==> src/design/mae_pkg.sv <==
// Shared types and constants for the modular arithmetic engine.
package mae_pkg;

  localparam int WORD_W      = 64;
  localparam int WORDS_DEF   = 4;
  localparam int FUNC_W      = 3;
  localparam int IDX_W       = 2;
  localparam int IN_TDATA_W  = 72;
  localparam int OUT_TDATA_W = 72;

  typedef enum logic [FUNC_W-1:0] {
    FN_LD_M = 3'd0,
    FN_LD_A = 3'd1,
    FN_LD_B = 3'd2,
    FN_ADD  = 3'd3,
    FN_SUB  = 3'd4,
    FN_MUL  = 3'd5,
    FN_EXP  = 3'd6,
    FN_NONE = 3'd7
  } func_t;

  typedef enum logic [3:0] {
    OP_NOP,
    OP_CLR_R,
    OP_RED_STEP,
    OP_DBL,
    OP_ADDX,
    OP_ADD_AB,
    OP_SUB_AB,
    OP_LD_RA,
    OP_LD_RB,
    OP_SET_AB,
    OP_SET_SQ,
    OP_SET_MA,
    OP_RES_R,
    OP_RES_A,
    OP_RES_ONE
  } cell_op_t;

  typedef struct packed {
    cell_op_t op;
    logic     inbit;
  } cell_ctrl_t;

  typedef enum logic [3:0] {
    ST_IDLE,
    ST_RED_A,
    ST_LD_RA,
    ST_RED_B,
    ST_LD_RB,
    ST_DISPATCH,
    ST_FIN,
    ST_MUL_DBL,
    ST_MUL_ADD,
    ST_MUL_END,
    ST_EXP_SCAN,
    ST_EXP_SQ_SET,
    ST_EXP_MA_SET,
    ST_EXP_NEXT,
    ST_OUT
  } state_t;

  typedef enum logic [1:0] {
    MK_PLAIN,
    MK_SQ,
    MK_MA
  } mul_kind_t;

endpackage

==> src/design/mae_ctrl.sv <==
// Sequencer: operand reduction, modular add/subtract, shift-add modular multiply, square-and-multiply.
module mae_ctrl #(
  parameter int WORDS = mae_pkg::WORDS_DEF,
  parameter int N     = WORDS * mae_pkg::WORD_W,
  parameter int WIDX_W = (WORDS > 1) ? $clog2(WORDS) : 1
) (
  input  logic                   clk,
  input  logic                   rst,
  input  logic                   in_valid,
  output logic                   in_ready,
  input  logic [2:0]             in_func,
  output logic                   out_valid,
  input  logic                   out_ready,
  output logic [WIDX_W-1:0]      out_widx,
  output logic                   out_last,
  output logic                   out_err,
  input  logic [N-1:0]           a_vec,
  input  logic [N-1:0]           b_vec,
  input  logic [N-1:0]           mp_vec,
  input  logic                   m_small,
  output mae_pkg::cell_ctrl_t    ctrl
);
  import mae_pkg::*;

  localparam int CNT_W = $clog2(N);

  state_t            state, state_next;
  logic [CNT_W-1:0]  cnt, ecnt;
  mul_kind_t         kind;
  logic [WIDX_W-1:0] widx;
  func_t             func_r;
  logic              err;
  logic              acc, is_op;

  assign in_ready  = (state == ST_IDLE);
  assign acc       = in_valid && in_ready;
  assign is_op     = (in_func == FN_ADD) || (in_func == FN_SUB) ||
                     (in_func == FN_MUL) || (in_func == FN_EXP);
  assign out_valid = (state == ST_OUT);
  assign out_widx  = widx;
  assign out_last  = (widx == WIDX_W'(WORDS - 1));
  assign out_err   = err;

  always_comb begin
    state_next = state;
    unique case (state)
      ST_IDLE:     if (acc && is_op) state_next = m_small ? ST_OUT : ST_RED_A;
      ST_RED_A:    if (cnt == '0) state_next = ST_LD_RA;
      ST_LD_RA:    state_next = ST_RED_B;
      ST_RED_B:    if (cnt == '0) state_next = ST_LD_RB;
      ST_LD_RB:    state_next = ST_DISPATCH;
      ST_DISPATCH: begin
        priority case (func_r)
          FN_ADD, FN_SUB: state_next = ST_FIN;
          FN_MUL:         state_next = ST_MUL_DBL;
          default:        state_next = ST_EXP_SCAN;
        endcase
      end
      ST_FIN:      state_next = ST_OUT;
      ST_MUL_DBL:  state_next = ST_MUL_ADD;
      ST_MUL_ADD:  state_next = (cnt == '0) ? ST_MUL_END : ST_MUL_DBL;
      ST_MUL_END: begin
        unique case (kind)
          MK_PLAIN: state_next = ST_OUT;
          MK_SQ:    state_next = b_vec[ecnt] ? ST_EXP_MA_SET : ST_EXP_NEXT;
          default:  state_next = ST_EXP_NEXT;
        endcase
      end
      ST_EXP_SCAN: begin
        if (ecnt == '0) state_next = ST_OUT;
        else if (b_vec[ecnt]) state_next = ST_EXP_SQ_SET;
      end
      ST_EXP_SQ_SET: state_next = ST_MUL_DBL;
      ST_EXP_MA_SET: state_next = ST_MUL_DBL;
      ST_EXP_NEXT:   state_next = (ecnt == '0) ? ST_OUT : ST_EXP_SQ_SET;
      ST_OUT:        if (out_ready && out_last) state_next = ST_IDLE;
      default:       state_next = ST_IDLE;
    endcase
  end

  always_comb begin
    ctrl.op    = OP_NOP;
    ctrl.inbit = 1'b0;
    unique case (state)
      ST_IDLE:  if (acc && is_op) ctrl.op = OP_CLR_R;
      ST_RED_A: begin
        ctrl.op    = OP_RED_STEP;
        ctrl.inbit = a_vec[cnt];
      end
      ST_LD_RA: ctrl.op = OP_LD_RA;
      ST_RED_B: begin
        ctrl.op    = OP_RED_STEP;
        ctrl.inbit = b_vec[cnt];
      end
      ST_LD_RB: ctrl.op = OP_LD_RB;
      ST_DISPATCH: begin
        priority case (func_r)
          FN_ADD:  ctrl.op = OP_ADD_AB;
          FN_SUB:  ctrl.op = OP_SUB_AB;
          FN_MUL:  ctrl.op = OP_SET_AB;
          default: ctrl.op = OP_NOP;
        endcase
      end
      ST_FIN:        ctrl.op = OP_RES_R;
      ST_MUL_DBL:    ctrl.op = OP_DBL;
      ST_MUL_ADD:    ctrl.op = mp_vec[cnt] ? OP_ADDX : OP_NOP;
      ST_MUL_END:    ctrl.op = OP_RES_R;
      ST_EXP_SCAN: begin
        // top set bit loads the base; no set bit at all gives one
        if (b_vec[ecnt]) ctrl.op = OP_RES_A;
        else if (ecnt == '0) ctrl.op = OP_RES_ONE;
      end
      ST_EXP_SQ_SET: ctrl.op = OP_SET_SQ;
      ST_EXP_MA_SET: ctrl.op = OP_SET_MA;
      default:       ctrl.op = OP_NOP;
    endcase
  end

  always_ff @(posedge clk) begin
    if (rst) begin
      state  <= ST_IDLE;
      cnt    <= '0;
      ecnt   <= '0;
      kind   <= MK_PLAIN;
      widx   <= '0;
      func_r <= FN_NONE;
      err    <= 1'b0;
    end else begin
      state <= state_next;
      unique case (state)
        ST_IDLE: begin
          if (acc && is_op) begin
            cnt    <= CNT_W'(N - 1);
            ecnt   <= CNT_W'(N - 1);
            func_r <= func_t'(in_func);
            err    <= m_small;
            widx   <= '0;
          end
        end
        ST_RED_A, ST_RED_B, ST_MUL_ADD: if (cnt != '0) cnt <= cnt - 1'b1;
        ST_LD_RA: cnt <= CNT_W'(N - 1);
        ST_DISPATCH: begin
          cnt  <= CNT_W'(N - 1);
          kind <= MK_PLAIN;
        end
        ST_EXP_SCAN, ST_EXP_NEXT: if (ecnt != '0) ecnt <= ecnt - 1'b1;
        ST_EXP_SQ_SET: begin
          cnt  <= CNT_W'(N - 1);
          kind <= MK_SQ;
        end
        ST_EXP_MA_SET: begin
          cnt  <= CNT_W'(N - 1);
          kind <= MK_MA;
        end
        ST_OUT: if (out_ready) widx <= widx + 1'b1;
        default: begin
        end
      endcase
    end
  end

endmodule

==> config.mk <==
export PLATFORM = sky130hd
export DESIGN_NAME = mae_ctrl
export DESIGN_NICKNAME = d
export VERILOG_FILES = /design/src/design/mae_pkg.sv /design/src/design/mae_ctrl.sv
export SDC_FILE = /design/constraint.sdc
export NUM_CORES = 1
export LEC_CHECK = 0
export BUFFER_PORTS_ARGS = -buffer_cell sky130_fd_sc_hd__buf_2
export CORE_AREA = 4 4 304 306
export DETAILED_ROUTE_END_ITERATION = 6
export DIE_AREA = 0 0 308 310
export REMOVE_ABC_BUFFERS = 1
export SYNTH_ARGS = -nofsm -noshare
export SYNTH_HDL_FRONTEND = slang
export SYNTH_SLANG_ARGS = --single-unit
==> constraint.sdc <==
create_clock -name clk -period 4.27 [get_ports clk]
set_clock_uncertainty 0.2 [all_clocks]
set_input_delay 0.2135 -clock clk [delete_from_list [all_inputs] [get_ports clk]]
set_output_delay 0.2135 -clock clk [all_outputs]
set_load 0.005 [all_outputs]
* Word level (Yosys, flattened, before mapping)
Cells that the tools add are included.
** Operators by class
- $add $sub $neg :: 3
- Multiply operators :: 0
- Divide/modulo/power cells :: 0
- Order comparisons :: 2
- Eq/ne operators :: 31
- Shift-type cells :: 0
- Mux-type cells :: 37
- Bitwise operators :: 0
- Reduce and logical (&&, ||, !) cells :: 28
** Operators by type and width (number)
- case mux 4 bit (14 select lines) :: 1
- case mux 4 bit (11 select lines) :: 1
- two-way mux 4 bit :: 10
- binary-select mux 1 bit (select 8 bit) :: 4
- == test 4 bit, second input constant :: 7
- two-way mux 8 bit :: 3
- case mux 8 bit (3 select lines) :: 1
- < comparator 8 x 9 -> 1 bit, second input constant :: 2
- == test 4 x 3 -> 1 bit, second input constant :: 4
- logical NOT 8 bit :: 2
- case mux 8 bit (2 select lines) :: 1
- nonzero test 8 bit :: 2
- subtractor 8 x 1 -> 8 bit, second input constant :: 2
- == test 3 bit, second input constant :: 5
- case mux 4 bit (3 select lines) :: 1
- OR reduction 2 bit :: 5
- AND reduction 3 bit :: 3
- == test 4 x 2 -> 1 bit, second input constant :: 2
- != test 2 bit, second input constant :: 4
- case mux 2 bit (2 select lines) :: 2
- case mux 4 bit (2 select lines) :: 1
- == test 3 x 2 -> 1 bit, second input constant :: 2
- two-way mux 1 bit :: 6
- two-way mux 3 bit :: 2
- other kinds (19) :: 28
** Word-level totals
- Bits in registers :: 28
- Bits in latches :: 0
- RAM bits :: 0
- Memory bits (read-only) :: 0
- Bits of input ports :: 776
- Output and inout bits :: 11
- Logic and storage cells :: 108
- Memories kept :: 0

* Depth between registers and ports, before layout
- Word-level depth :: 7
- Mapped depth :: 13
- Depth with buffers taken out :: 9

* Least setup slack after synthesis
No wires, ideal clock.
- Path kind :: register to register
- Start point :: register cnt[1]
- End point :: register cnt[7]
- Library setup time :: 135 ps
- Arrival time :: 2787 ps
- Data required time :: 3935 ps
- Setup slack :: 1148 ps
- Stages on the path, launching flop included :: 14
- Path buffers :: 4
- Clock period less this slack :: 3122 ps
- Path through :: dfxtp_1 -> buf_2 -> buf_2 -> buf_2 -> buf_1 -> inv_1 -> ha_1 -> nand4_1 -> o311ai_0 -> a21oi_1 -> nand2_1 -> nor4b_1 -> xnor2_1 -> a21oi_1
** Between the ends
- Longest elaborated chain between the ends :: 3
- Elaborated cells on any way between the ends :: 6
- Those cells by class :: 1 x add/sub; 1 x eq/ne; 2 x mux; 2 x reduce/logical
** RTL lines
- start, declared :: RTL line mae_ctrl.sv:28 : logic [CNT_W-1:0] cnt, ecnt;
- start signal, assigned :: RTL line mae_ctrl.sv:133 : cnt <= CNT_W'(N - 1);
- start signal, assigned :: RTL line mae_ctrl.sv:140 : ST_RED_A, ST_RED_B, ST_MUL_ADD: if (cnt != '0) cnt <= cnt - 1'b1;
- start signal, assigned :: RTL line mae_ctrl.sv:141 : ST_LD_RA: cnt <= CNT_W'(N - 1);
- subtractor 8 x 1 -> 8 bit or nonzero test 8 bit (tied branches) :: RTL line mae_ctrl.sv:140
- two-way mux 8 bit or != test 2 bit (tied branches)
- case mux 8 bit (3 select lines) or AND reduction 3 bit (tied branches)
Several ways; a longest one is shown, not always the timed one. The select of a mux whose other input is x is not followed.
A chain may end at the register's enable or synchronous reset.

==> flow_summary.yaml <==
status:
  outcome: "complete, but fails checks"
  violations: "DRC"
pwr:
  total_power_mw: 8.310
  clockPowerShare_pct: 3.6
  comb_power_share_pct: 89.1
  power_frac_seq_pct: 7.3
  p_int_mw: 4.041
  switching_power_mw: 4.269
  peakVddDrop_v: 0.0003439
  p_sw_share_pct: 51.37
  power_density_mw_per_mm2: 511.6
  p_leak_nw: 6.450
cts:
  worst_skew_pair.late_latency_ns: 0.28
  path_clk_slew_ns: 0.08
  hold_buffers: 0
  cts_root_buffer: "clkbuf_16"
  htree_levels: 1
  cts_buffer_depth: 2
  cts_buffers: 3
  clock-sinks: 28
  cts_tree: "built"
critical_path:
  reg2regPathDepth: 11
  crit_start: "ecnt[0]$_SDFFE_PP0P_"
  worstPathRequired_ns: 3.86
  reg2reg_to: "state[3]$_SDFFE_PP0P_"
  crit_end: "ctrl[3]"
  crit_arrival_ns: 3.69
  critPathMaxStageDelay_ns: 0.57
  critPathSlowestCell: "or4b_1"
  critPathKind: "reg2out"
  r2r_slack_ns: 0.75
  path_depth: 11
  regToRegStartpoint: "ecnt[0]$_SDFFE_PP0P_"
  endpoint_kind: "primary output"
  cp_max_fo: 15
  cp_num_buf_inv: 3
  crit_path_start_kind: "flop"
  cp_top_family: "simple AND/OR/NAND/NOR gates"
  cp_common_cell: "buf_4"
  crit_chain: "buf_4, mux4_2, and2_1, o31ai_1, buf_4, nor3_1, o22ai_2, nor3_2, o21ba_1, or4b_1, buf_2"
sta:
  finalSetupViolations: 0
  clock.fmax_mhz: 243.5
  max_slew_margin_pct: 37.88
  min_period_ns: 4.107
  rsz0062_at_grt: "false"
  final.setup.tns_ns: 0
  drv_slew: 0
  hold_viol_final: 0
  max_slew.worst_pin.slew_ns: 0.9268
  period_share_pct: 96.18
layout:
  seqCellArea_um2: 579.3
  fin_cells: 2918
  multiInputGateArea_mm2: 0.009105
  layout.nets: 2505
  finalInstanceArea_mm2: 0.01624
  layout_common_cells: "buf_2, mux4_2, buf_4, a22oi_1, nand2_1"
  mostFrequentLayoutCell: "buf_2"
  fillCellCount: 9965
  synthToLayoutAreaGrowth_pct: 59.00
  utilization_pct: 18.13
  drive_gt1_share_pct: 67.15
placed_design:
  dpl.cell_count: 2884
  gp_congestion: 0.9624
  hpwlAfterDp_mm: 65.93
  io_buffer_count: 786
  post_dp_cell_area_mm2: 0.01592
global_routing:
  grtUsageTotal_pct: 14.58
  grt_remaining_overflow: 0
  grt_pass1_vias: 13587
  grt_pass1_wl_mm: 100.3
  antenna_found_initial: 30
  grt_start_max_net_pins: 42
floorplan:
  die_h_um: 310
  rows: 110
  core_area_mm2: 0.08960
  initial_core_util_pct: 11.40
  ioPinCount: 787
  fp.dieW_um: 308
  dieArea_mm2: 0.09548
yosys:
  synthArstFlopShare_pct: 0
  synthCells: 946
  syn-cell-area_mm2: 0.01021
  synth_edf_count: 0
  avgSynthCellArea_um2: 10.80
  synth_seq_area_share_pct: 5.488
  ys.flop_type: "dfxtp_1"
  yosysWarnings: 0
  ys_ff_latch: 28
  ys_types: 70
worst_hold_path:
  hp-class: "in2reg"
detailed_routing:
  viasPerCell: 4.653
  dr_total_vias: 13576
  drt-initial-drc-count: 1606
  antenna_left: 0
  post_drt_wl_per_cell_um: 26.36
  wirelength_mm: 76.93
  drt_pass1_iterations: 7
  post-route-drc-count: 6
job:
  maxCapViolCount: 0
-- worst register-to-register path: cells and delay by family (launching register included) --
kind	cells	cell delay [ns]
multiplexers	1	0.55
buffers and inverters	3	0.69
flip-flops	1	0.53
AO/OA/AOI/OAI	3	0.58
AND/OR/NAND/NOR	4	0.89
-- flip-flops by register name, summed over array words and instances (netlist names) --
signal    cells
ecnt          8
state         4
cnt           8
kind          2
out_widx      2
func_r        3
out_err       1
-- power groups by stage --
stage | clock [mW] | sequential [mW] | combinational [mW]
floorplan | 0 | 1.14 | 4.03
global placement | 0 | 0.700 | 7.19
detailed placement | 0 | 0.699 | 7.20
CTS | 0.301 | 0.684 | 7.31
global route | 0.309 | 0.632 | 7.91
finish | 0.297 | 0.607 | 7.41
-- layout make-up --
type / count / share of cell area (%)
diodes: 19 / 0.2927
clock buffers: 3 / 0.4622
clock inverters: 1 / 0.1849
inverters: 10 / 0.2542
multi-input cells: 794 / 56.06
flip-flops and latches: 28 / 3.567
well taps: 1176 / 9.059
repair buffers: 887 / 30.12
-- cells by family after synthesis --
kind of cell,after synthesis,share of synthesized area (%)
AOI/OAI and AO/OA,218,14.81
xor gates and xnor gates,14,1.200
adders and majority gates,5,0.6124
buffers and inverters,124,6.088
DFF,28,5.488
muxes,304,59.24
and+or+nand+nor,253,12.57
-- synthesized netlist by cell type, types with 9 or more instances --
library cell | instances | share of area, %
nand4_1 | 10 | 0.61
clkbuf_1 | 53 | 1.9
o21ai_0 | 20 | 0.98
nand2_1 | 68 | 2.5
nor3_1 | 15 | 0.73
buf_2 | 31 | 1.5
buf_4 | 15 | 1.1
and2_1 | 10 | 0.61
a22oi_1 | 70 | 5.1
o22ai_1 | 14 | 0.86
inv_1 | 9 | 0.33
a21oi_1 | 47 | 2.3
nand2b_1 | 9 | 0.55
mux2i_1 | 60 | 5.9
a211oi_1 | 9 | 0.66
nor2b_1 | 17 | 1.0
mux4_2 | 236 | 52
nand3_1 | 43 | 2.1
nor4_1 | 9 | 0.55
dfxtp_1 | 28 | 5.5
nor2_1 | 42 | 1.5
-- how the worst min path moves through the flow --
stage	start	endpoint	slack (ns)	cells past startpoint
after detailed placement	out_err$_SDFFE_PP0P_	out_err$_SDFFE_PP0P_	0.24	2
after floorplan	rst	cnt[2]$_SDFFE_PP0P_	0.08	1
after CTS	in_func[0]	func_r[0]$_SDFFE_PP1P_	0.01	3
final	in_func[0]	func_r[0]$_SDFFE_PP1P_	0.02	3
after global placement	out_err$_SDFFE_PP0P_	out_err$_SDFFE_PP0P_	0.25	2
after global routing	m_small	out_err$_SDFFE_PP0P_	0.03	3
-- stage by stage --
| stage | setup slack (ns) | hold WS (ns) |
|---|---|---|
| 2_1_floorplan | -5.961 | 0.08257 |
| 3_3_place_gp | -0.1356 | 0.2529 |
| 3_5_place_dp | -0.08235 | 0.2435 |
| 4_1_cts | 0.008053 | 0.01087 |
| 5_1_grt | 0.02744 | 0.03093 |
| 6_report | 0.1633 | 0.01625 |
-- routing by layer --
layer	wire, um	track usage [%]
met5	57	0
met4	2168	3.956
met3	7272	4.166
met2	36490	23.97
met1	30940	18.78
-- repair_timing --
action                                  CTS  global route
gates resized for setup                   8             1
pin swaps                                 1             1
buffers inserted                          1            10
endpoints found under the hold margin     0             0
endpoints found under the setup margin    2             2
(Power assumes the default switching activity.)
