[src/design/mae_pkg.sv]
// Shared types and constants for the modular arithmetic engine.
package mae_pkg;

  localparam int WORD_W      = 64;
  localparam int WORDS_DEF   = 4;
  localparam int FUNC_W      = 3;
  localparam int IDX_W       = 2;
  localparam int IN_TDATA_W  = 72;
  localparam int OUT_TDATA_W = 72;

  typedef enum logic [FUNC_W-1:0] {
    FN_LD_M = 3'd0,
    FN_LD_A = 3'd1,
    FN_LD_B = 3'd2,
    FN_ADD  = 3'd3,
    FN_SUB  = 3'd4,
    FN_MUL  = 3'd5,
    FN_EXP  = 3'd6,
    FN_NONE = 3'd7
  } func_t;

  typedef enum logic [3:0] {
    OP_NOP,
    OP_CLR_R,
    OP_RED_STEP,
    OP_DBL,
    OP_ADDX,
    OP_ADD_AB,
    OP_SUB_AB,
    OP_LD_RA,
    OP_LD_RB,
    OP_SET_AB,
    OP_SET_SQ,
    OP_SET_MA,
    OP_RES_R,
    OP_RES_A,
    OP_RES_ONE
  } cell_op_t;

  typedef struct packed {
    cell_op_t op;
    logic     inbit;
  } cell_ctrl_t;

  typedef enum logic [3:0] {
    ST_IDLE,
    ST_RED_A,
    ST_LD_RA,
    ST_RED_B,
    ST_LD_RB,
    ST_DISPATCH,
    ST_FIN,
    ST_MUL_DBL,
    ST_MUL_ADD,
    ST_MUL_END,
    ST_EXP_SCAN,
    ST_EXP_SQ_SET,
    ST_EXP_MA_SET,
    ST_EXP_NEXT,
    ST_OUT
  } state_t;

  typedef enum logic [1:0] {
    MK_PLAIN,
    MK_SQ,
    MK_MA
  } mul_kind_t;

endpackage

[src/design/mae_cell.sv]
// One 64-bit slice of the operand, accumulator and modulus registers.
module mae_cell (
  input  logic                clk,
  input  logic                rst,
  input  mae_pkg::cell_ctrl_t ctrl,
  input  logic                is_lsb,
  input  logic                pick,
  input  logic                ld_m,
  input  logic                ld_a,
  input  logic                ld_b,
  input  logic [63:0]         ld_val,
  input  logic                shin,
  input  logic                cin,
  input  logic                c2in,
  output logic                shout,
  output logic                cout,
  output logic                c2out,
  output logic [63:0]         m_word,
  output logic [63:0]         a_word,
  output logic [63:0]         b_word,
  output logic [63:0]         mp_word,
  output logic [63:0]         res_word
);
  import mae_pkg::*;

  logic [WORD_W-1:0] m, a_st, b_st, ra, rb, mc, mp, r, res;
  logic [WORD_W-1:0] x, y, s, d, mop, rnew;

  always_comb begin
    unique case (ctrl.op)
      OP_RED_STEP, OP_DBL: begin
        x = {r[WORD_W-2:0], shin};
        y = '0;
      end
      OP_ADDX: begin
        x = r;
        y = mc;
      end
      OP_ADD_AB: begin
        x = ra;
        y = rb;
      end
      OP_SUB_AB: begin
        x = ra;
        y = ~rb;
      end
      default: begin
        x = r;
        y = '0;
      end
    endcase
  end

  // first stage: sum (or difference); second stage: minus m (or plus m on subtract)
  assign {cout, s}  = {1'b0, x} + {1'b0, y} + (WORD_W+1)'(cin);
  assign mop        = (ctrl.op == OP_SUB_AB) ? m : ~m;
  assign {c2out, d} = {1'b0, s} + {1'b0, mop} + (WORD_W+1)'(c2in);
  assign rnew       = pick ? d : s;
  assign shout      = r[WORD_W-1];

  always_ff @(posedge clk) begin
    if (rst) begin
      m    <= '0;
      a_st <= '0;
      b_st <= '0;
    end else begin
      if (ld_m) m <= ld_val;
      if (ld_a) a_st <= ld_val;
      if (ld_b) b_st <= ld_val;
    end
  end

  always_ff @(posedge clk) begin
    unique case (ctrl.op)
      OP_RED_STEP, OP_DBL, OP_ADDX, OP_ADD_AB, OP_SUB_AB: begin
        r <= rnew;
      end
      OP_CLR_R: begin
        r <= '0;
      end
      OP_LD_RA: begin
        ra <= r;
        r  <= '0;
      end
      OP_LD_RB: begin
        rb <= r;
        r  <= '0;
      end
      OP_SET_AB: begin
        mc <= ra;
        mp <= rb;
        r  <= '0;
      end
      OP_SET_SQ: begin
        mc <= res;
        mp <= res;
        r  <= '0;
      end
      OP_SET_MA: begin
        mc <= ra;
        mp <= res;
        r  <= '0;
      end
      OP_RES_R: begin
        res <= r;
      end
      OP_RES_A: begin
        res <= ra;
      end
      OP_RES_ONE: begin
        res <= is_lsb ? WORD_W'(1) : '0;
      end
      default: begin
      end
    endcase
  end

  assign m_word   = m;
  assign a_word   = a_st;
  assign b_word   = b_st;
  assign mp_word  = mp;
  assign res_word = res;

endmodule

[config.mk]
export PLATFORM = sky130hd
export DESIGN_NAME = mae_cell
export DESIGN_NICKNAME = d
export VERILOG_FILES = /design/src/design/mae_pkg.sv /design/src/design/mae_cell.sv
export SDC_FILE = /design/constraint.sdc
export NUM_CORES = 1
export LEC_CHECK = 0
export ABC_AREA = 1
export BUFFER_PORTS_ARGS = -buffer_cell sky130_fd_sc_hd__buf_2
export CAP_MARGIN = 20
export CORE_MARGIN = 5
export CORE_UTILIZATION = 45
export DETAILED_ROUTE_END_ITERATION = 6
export PLACE_DENSITY = 0.62
export RECOVER_POWER = 25
export SLEW_MARGIN = 20
export SYNTH_ARGS = -nofsm -noshare
export SYNTH_HDL_FRONTEND = slang
export SYNTH_SLANG_ARGS = --single-unit
[constraint.sdc]
create_clock -name clk -period 17.17 [get_ports clk]
set_input_delay 3.434 -clock clk [delete_from_list [all_inputs] [get_ports clk]]
set_output_delay 3.434 -clock clk [all_outputs]
set_load 0.05 [all_outputs]
# After elaboration in Yosys (flattened, before gate mapping)
# Index checks and enable logic that the tools add are counted.
# Widths: inputs -> output; s select.
[op_classes]
addsub = 4
n_mux = 9
eq_ne = 14
n_reduce_logical = 10
bitwise = 2
[op_table]
columns = ["op", "count"]
rows = [
  ["$pmux 64 s2", 4],
  ["$pmux 64 s3", 2],
  ["$add 64x64->65", 2],
  ["$add 65x1->65", 2],
  ["$mux 64", 2],
  ["$not 64->64", 2],
  ["$eq 4x4->1 const B", 7],
  ["$eq 4x3->1 const B", 4],
  ["$eq 4x2->1 const B", 2],
  ["$reduce_or 2->1", 4],
  ["$reduce_bool 2->1", 3],
  ["$reduce_or 6->1", 1],
  ["$reduce_or 5->1", 1],
  ["$eq 4x1->1 const B", 1],
  ["$reduce_bool 3->1", 1],
  ["$mux 1", 1],
]
[totals]
regBits = 576
output_inout_bits = 323
inputBits = 79
elab_cells = 48

# Longest topological paths before layout
# Gate-level depths: netlist (run 1).
[depth]
ltp_word = 9
depth_mapped = 38
ltp_nobuf = 38

# Least setup slack after synthesis (run 1)
# Ideal clock, no wire load.
[synth_path]
kind = "input-to-output"
start = "in ctrl[3] in the netlist's numbering"
end = "out c2out"
required_ns = 13.736
slack_ns = 5.579
path_buffers = 2
cell_stages = 32
t_arrival_ns = 8.157
cell_sequence = "inv_1 > nor2_1 > nand2_1 > clkbuf_1 > buf_1 > nor2_1 > a221oi_1 > fa_1 > fa_1 > inv_1 > nand3_1 > nand2_1 > a21oi_1 > o21ai_1 > a21boi_2 > o21ai_2 > nand2_1 > nand2_1 > inv_1 > o21ai_1 > nand2_1 > nand3_1 > nand2_1 > ha_1 > nand2_1 > nor2_1 > inv_1 > o21a_1 > o221a_2 > nand3_1 > nand3_1 > o211ai_1"
[synth_between]
elab_chain_len = 7
[synth_lines]
columns = ["element", "line_no", "rtl"]
rows = [
  ["start: declaration", "mae_cell.sv:5", "input mae_pkg::cell_ctrl_t ctrl,"],
  ["$eq 4x3->1 (tied with other cells)", "mae_cell.sv:30, mae_cell.sv:56", ""],
  ["$reduce_or 2->1 (on tied branches)", "-", ""],
  ["$pmux 64 s2", "mae_cell.sv:30", "unique case (ctrl.op)"],
  ["$add 64x64->65", "mae_cell.sv:55", "assign {cout, s} = {1'b0, x} + {1'b0, y} + (WORD_W+1)'(cin);"],
  ["$add 65x1->65", "mae_cell.sv:55", ""],
  ["$add 64x64->65 *", "mae_cell.sv:57", "assign {c2out, d} = {1'b0, s} + {1'b0, mop} + (WORD_W+1)'(c2in);"],
  ["$add 65x1->65 *", "mae_cell.sv:57", ""],
  ["end: declaration", "mae_cell.sv:17", "output logic c2out,"],
]
# Mark *: on every way between the ends. The rest lies on a longest branch, timed or not.

# Final worst setup path (run 1)
[layout_path]
start = "in ctrl[1] in the netlist's numbering"
end = "out c2out"
# Same word-level chain as after synthesis.

==> summary.txt, run 1 <==
Die
  • # IOs: 402
  • Core Rows: ~100
  • Initial Util: between 40% and 50%
  • Die Y: 277 um
  • DIE AREA: between 70000 and 80000 sq um
  • Core area: between 70000 and 80000 sq um
  • Die Width: 277 um

CTS
  • Postcts setup bufs: 0
  • Post-CTS sizing: 0
  • CTS Hold Bufs: 0
  • TritonCTS Buffers: 61
  • Clock sink count: approximately 580
  • CTS tree: yes
  • Skew-Pair Late Insertion Delay: 0.64 ns
  • Clock slew at reported path FFs: 0.06 ns
  • Root buffer cell: clkbuf_16
  • CTS max path bufs: 3
  • H-tree levels: 2

Route
  • Post-route ant nets: 0
  • DRT Pass-1 Iters: 5
  • Drt total wl: between 100000 and 150000 um
  • WL/cell: just over 20 um
  • Drc violations: 0
  • Initial DRC Count: about 2500
  • Via-per-instance ratio: 5.49
  • Vias: 28100

Timing
  • Final Skew: approximately 0.03 ns
  • Final setup viols: 0
  • Max Clock Freq: 71.2 MHz
  • Hold Fails Final Rpt: 0
  • Final Hold Slack: 0.457 ns
  • Slew HR: -216%
  • Tmin final: 14.05 ns
  • Final setup slack of the worst path: a little over 3 ns
  • Setup TNS Final: 0 ns
  • RSZ-0062 raised after global routing: false
  • Slew @ Worst Pin: 4.74 ns
  • Tcrit/Tclk final: 81.8%
  • Pins Over Slew Limit: 411

Global routing
  • First-pass GRT wire length: roughly 160000 um
  • Vias in the first global route: roughly 27000
  • Met3 usage: a little under 5%
  • Largest net degree at the start of global routing: ~110
  • Met1 usage: between 30% and 40%
  • Grt met2 use: 40.6%
  • Antenna violations before repair: 6
  • GRT overflow: 0
  • GR peak layer: met2
  • Gr usage total: approximately a quarter

Logic synthesis
  • Post-synth design cell area: approximately 32000 sq um
  • EDFF count, synth: between 300 and 400
  • Sequential element share of the synthesized area: approximately 48%
  • Ys async rst share: 0%
  • Yosys cell types: 56
  • Synthesis warning total: 0
  • Syn avg cell area: 8.47 sq um
  • Synth Register Bits: ~580
  • Syn Inst Count: ~3800
  • Main synth FF type: edfxtp_1
  • Syn nets: 4000

Status
  • Status: finished with violations
  • Failing checks: capacitance limit, slew limit

Pwr
  • PwrDens: approximately 140 nW/um^2
  • Worst vdd ir: ~0.095 mV
  • Leak: around 16 nW

Critical path
  • R2r startpoint: rb[0]$_DFFE_PN_
  • Critical path class: in -> out
  • Critical Path Start: ctrl[1]
  • Reg2reg setup slack: 10.95 ns
  • Worst reg2reg endpoint: r[61]$_SDFFCE_PP0P_
  • CP Capture Type: primary output
  • Worst Setup EP: c2out
  • Critical path peak fanout: 34
  • Worst EP required: ~14 ns
  • Worst R2R Path Depth: 30
  • Slowest cell on crit path: nor2_4
  • Max incr delay on CP: around 0.82 ns
  • Worst Path Arrival: 10.62 ns
  • Critical path launch point type: input port

Hold path
  • Hold Crit Start: b_word[50]$_SDFFE_PP0P_
  • Hold path depth: 2
  • Type of the most critical hold path: reg -> reg

Placement
  • GP Congestion: between 1 and 1.5
  • Pre-CTS WS: between 3 and 4 ns
  • Buffers on Ports: 400
  • Hpwl dp: 77400 um

Finish
  • Share of layout cells above drive strength 1: 15.1%
  • P&R area growth vs syn: 15.2%
  • Final Util: a little over half
  • # nets final: approximately 4300

Run
  • Maxcap violations: 7
==> final cells by class <==
cell class	count	area, sq um
fillers	6881	34100
repair buffers	424	2160
diodes	1	2.50
clock buffers	86	1750
flip-flops and latches	576	15400
well taps	950	1190
clock inverters	24	273
multi-input cells	2642	14700
inverters	419	1570
==> through the flow <==
step                std cells  power, mW  cell area [sq um]
finish                   5122       5.24              37000
CTS                      5121       5.22              37100
floorplan                3792       3.26              32100
detailed placement       5011       3.88              35000
global placement         5011       3.87              35000
global route             5122       5.54              37000
==> registers in the layout, indices dropped and copies added, names as in the netlist <==
| register | count |
|---|---|
| a_word | 64 |
| b_word | 64 |
| m_word | 64 |
| mc | 64 |
| mp_word | 64 |
| r | 64 |
| ra | 64 |
| rb | 64 |
| res_word | 64 |
==> synth_stat cells, drive strengths merged, types with 2 or more instances <==
cell    number  area (sq um)
a211oi       6          45.0
a21boi       7          56.3
a21o        15           113
a21oi      419          2120
a221oi       2          17.5
a22oi       62           465
a31oi       27           169
and3         2          12.5
buf         10          38.8
clkbuf     145           544
dfxtp      192          3840
edfxtp     384         11500
fa           4          80.1
ha         125          1560
inv        418          1570
mux2        64           721
nand2      951          3610
nand3       98           523
nand3b       5          37.5
nand4       16           100
nor2       210           798
nor3        20           121
nor4         6          37.5
o211ai      75           563
o21a        13          97.6
o21ai      262          1330
o21bai      15           116
o221ai       3          26.3
o22ai       65           407
o311ai       2          17.5
o31ai        3          22.5
or2          3          18.8
xnor2       42           368
xor2       115          1010
==> metal layers <==
metal	share of wire [%]	vias up
met5	0.018	-
met4	2.3	4
met3	8.6	145
met2	44	1113
met1	45	13200
li1	-	13600
==> logic make-up (layout without fill, tap and decap cells) <==
group / after synthesis / in the layout / synth area share [%]
AND/OR/NAND/NOR: 1313 / 1313 / 16.4
AO/OA/AOI/OAI: 979 / 979 / 17.4
flip-flops: 576 / 576 / 47.8
buffers and inverters: 574 / 953 / 6.71
XOR/XNOR: 157 / 157 / 4.28
adder cells (fa/ha/maj): 129 / 129 / 5.12
multiplexers: 64 / 64 / 2.24
other: 0 / 1 / 0
==> critical path: cells and delay by family <==
kind	cells	cell delay [ns]
buffers and inverters	7	1.51
adders and majority gates	2	0.75
AOI/OAI and AO/OA	5	1.32
xor gates and xnor gates	1	0.36
and+or+nand+nor	15	3.17
==> how the worst min path moves through the flow <==
stage	to	slack, ns
detailed placement	a_word[5]$_SDFFE_PP0P_	0.45
floorplan	ra[0]$_DFFE_PP_	0.45
finish	b_word[50]$_SDFFE_PP0P_	0.46
global route	b_word[50]$_SDFFE_PP0P_	0.47
CTS	a_word[5]$_SDFFE_PP0P_	0.46
global placement	b_word[48]$_SDFFE_PP0P_	0.44
==> cell usage in the layout, fill, tap and decap left out, types with 64 or more instances in the layout <==
master    synthesis  final
nand2_1         938    936
o22ai_1          65     65
o21ai_0         249    249
edfxtp_1        384    384
inv_1           412    413
nor2_1          206    199
xor2_1          115    115
dfxtp_1         192    192
ha_1            125    125
buf_2             1    397
o211ai_1         75     75
a21oi_1         414    413
nand3_1          93     92
mux2_2           64     64
==> where the power goes <==
part / leakage, nW / internal, mW / total [mW] / switching, mW
Combinational: 9.65 / 0.645 / 2.10 / 1.45
Clock: 0.993 / 0.781 / 1.34 / 0.558
Sequential: 5.23 / 1.69 / 1.80 / 0.115
Total: 15.9 / 3.11 / 5.24 / 2.12
Note: power is estimated with default switching activity, not from simulation.
==> inputs of run 2 (changes only) <==
clock period = 13 ns   (was 17.17 ns; I/O delays follow)
==> run 2 against run 1 <==
Register-to-register slack got worse by 4.2 ns. Total power rose by 31%. Clock skew fell by 0.0037 ns. Sequential cell count did not move. Combinational power rose by 32%. The flow still finishes with violations (capacitance limit, slew limit). Clock power rose by 26%. Count of clock-buffer cells in the layout fell by 2. Cell count barely moved. Via count rose by 0.23%. Sequential power rose by 32%. Highest routed layer is now met4. Worst setup slack got worse by 1.9 ns. Global-route usage fell by 0.21 points.
==> summary.txt, run 2 (synthesized netlist as in run 1, its figures left out) <==
Pwr
  • Leak: 15.8 nW (-0.35%)
  • Clock power share: 24.7% (-0.9 points)
  • Combinational Power Share: 40.6% (+0.6 points)
  • Worst vdd ir: 0.115 mV (+21%)
  • P_sw: 2.81 mW (+32%)
  • Sw frac: 41.0% (+0.44 points)
  • Sequential power share: 34.7% (+0.3 points)
  • Cell internal pwr: 4.04 mW (+30%)
  • PwrDens: 186 nW/um^2 (+31%)

Timing
  • Final setup viols: 0 (unchanged)
  • RSZ-0062 raised after global routing: false
  • Slew @ Worst Pin: 4.41 ns (-0.336 ns)
  • Setup TNS Final: 0 ns (unchanged)
  • Tcrit/Tclk final: 90.7%
  • Max Clock Freq: 84.8 MHz
  • Hold Fails Final Rpt: 0 (unchanged)
  • Slew HR: -194% (+22 points)
  • Final setup slack of the worst path: 1.21 ns (-1.91 ns)
  • Final Skew: 0.0263 ns (-0.00371 ns)
  • Pins Over Slew Limit: 522 (+27%)
  • Tmin final: around 12 ns

Status
  • Status: finished with violations
  • Failing checks: capacitance limit, slew limit

Critical path
  • Critical path class: in -> out
  • Critical path peak fanout: 63 (+85%)
  • Slowest cell on crit path: buf_4
  • Family with the most delay on the worst path: simple AND/OR/NAND/NOR gates
  • Crit path depth: 33 (+10%)
  • Worst EP required: 10.40 ns (-3.34 ns)
  • Worst Path Arrival: 9.19 ns (-1.43 ns)
  • Critical path launch point type: input port
  • CP Capture Type: primary output
  • Worst R2R Path Depth: 29 (-3.3%)
  • Buf+Inv Stages, Crit Path: 7 (unchanged)
  • Max incr delay on CP: 0.67 ns (-0.15 ns)
  • Most used cell, CP: nand2_1

CTS
  • Postcts setup bufs: 0 (unchanged)
  • CTS tree: yes
  • H-tree levels: 2 (unchanged)
  • Post-CTS sizing: 0 (unchanged)
  • CTS max path bufs: 3 (unchanged)
  • CTS Hold Bufs: 0 (unchanged)
  • Skew-Pair Late Insertion Delay: 0.64 ns (about the same)
  • Root buffer cell: clkbuf_16
  • Clock sink count: 576 (unchanged)
  • Clock slew at reported path FFs: 0.06 ns (about the same)
  • TritonCTS Buffers: 60 (-1.6%)

Finish
  • # nets final: 4334 (+0.046%)
  • Commonest non-fill, non-tap cells in the layout: nand2_1, inv_1, a21oi_1, buf_2, edfxtp_1
  • Diodes inserted: 0 (-1)
  • Most common cell after layout, fill and taps aside: nand2_1
  • Share of layout cells above drive strength 1: 15.0% (-0.13 points)
  • P&R area growth vs syn: 14.9%

Die
  • DIE AREA: 76900 sq um (unchanged)
  • # IOs: 402 (unchanged)
  • Die Y: 277 um (unchanged)
  • Die Width: 277 um (unchanged)
  • Initial Util: 45.2% (unchanged)
  • Core Rows: 98 (unchanged)
  • Core area: 71100 sq um (unchanged)

Placement
  • Pre-CTS WS: 1.35 ns (-1.88 ns)
  • Hpwl dp: 77000 um (-0.59%)
  • Buffers on Ports: 400 (unchanged)
  • GP Congestion: 0.932 (-11%)

Route
  • Drc violations: 0 (unchanged)
  • Initial DRC Count: 2439 (-3.4%)
  • DRT Pass-1 Iters: 7 (+2)
  • Post-route ant nets: 0 (unchanged)
  • Vias: 28200 (+0.23%)
  • WL/cell: 20.5 um (-0.85%)
  • Drt total wl: 105000 um (-0.81%)
  • Via-per-instance ratio: 5.50 (+0.19%)

Global routing
  • Vias in the first global route: 27000 (-0.30%)
  • Antenna violations before repair: 2 (-4)
  • First-pass GRT wire length: 161000 um (-0.57%)
  • GRT overflow: 0 (unchanged)
  • Largest net degree at the start of global routing: 107 (-4.5%)
  • Gr usage total: 26.1% (-0.21 points)

Hold path
  • Type of the most critical hold path: reg -> reg
  • Hold path depth: 2 (unchanged)

Run
  • Maxcap violations: 9 (+2)
run 2: changes by cell type in the layout (fill, tap and decap cells not counted), sizes merged:
cell	before	now
clkinvlp	2	4
diode	1	0
bufinv	5	3
inv	418	420
clkbuf	94	95
run 2: path summary, 6_finish.rpt:
path              slack (ns)                     from                      end
setup / recovery        1.21                  ctrl[1]                    c2out
hold / removal          0.46  b_word[14]$_SDFFE_PP0P_  b_word[14]$_SDFFE_PP0P_
setup reg to reg        6.71          rb[0]$_DFFE_PN_      r[51]$_SDFFCE_PP0P_
hold reg to reg         0.46  b_word[14]$_SDFFE_PP0P_  b_word[14]$_SDFFE_PP0P_
run 2: worst min-delay path: cells and delay by family, from the launching register on:
| family | cells | cell delay (ns) |
|---|---|---|
| AO/OA/AOI/OAI | 1 | 0.05 |
| AND/OR/NAND/NOR | 1 | 0.06 |
| flip-flops | 1 | 0.31 |
run 2: layer usage:
layer  track usage, %  vias to the layer above  part of all wire [%]
met4             7.06                        0                   2.8
met1             38.7                    13300                    46
met3             4.35                      163                   8.2
li1                 -                    13600                     -
met5                0                        -                     0
met2             39.8                     1143                    43
run 2: per-stage QoR:
step / power, mW / area, sq um / cells / utilization (%) / hold slack [ns]
floorplan: 4.31 / 32100 / 3792 / - / 0.445
global placement: 5.12 / 35100 / 5013 / 49.3 / 0.445
detailed placement: 5.13 / 35100 / 5014 / 49.3 / 0.450
CTS: 6.83 / 37000 / 5124 / 52.0 / 0.459
global route: 7.25 / 36900 / 5124 / 51.9 / 0.472
finish: 6.86 / 36900 / 5124 / 51.9 / 0.459
run 2: final cells by class:
type / count / area (sq um)
clock buffers: 84 / 1690
clock inverters: 26 / 218
fillers: 6878 / 34200
well taps: 950 / 1190
multi-input cells: 2642 / 14700
repair buffers: 427 / 2170
flip-flops and latches: 576 / 15400
inverters: 419 / 1570
run 2: power groups by stage:
stage	logic, mW	registers (mW)	clock network, mW
2_1_floorplan	1.75	2.56	0
3_3_place_gp	2.71	2.40	0
3_5_place_dp	2.72	2.41	0
4_1_cts	2.73	2.37	1.73
5_1_grt	3.05	2.40	1.80
6_report	2.78	2.38	1.69
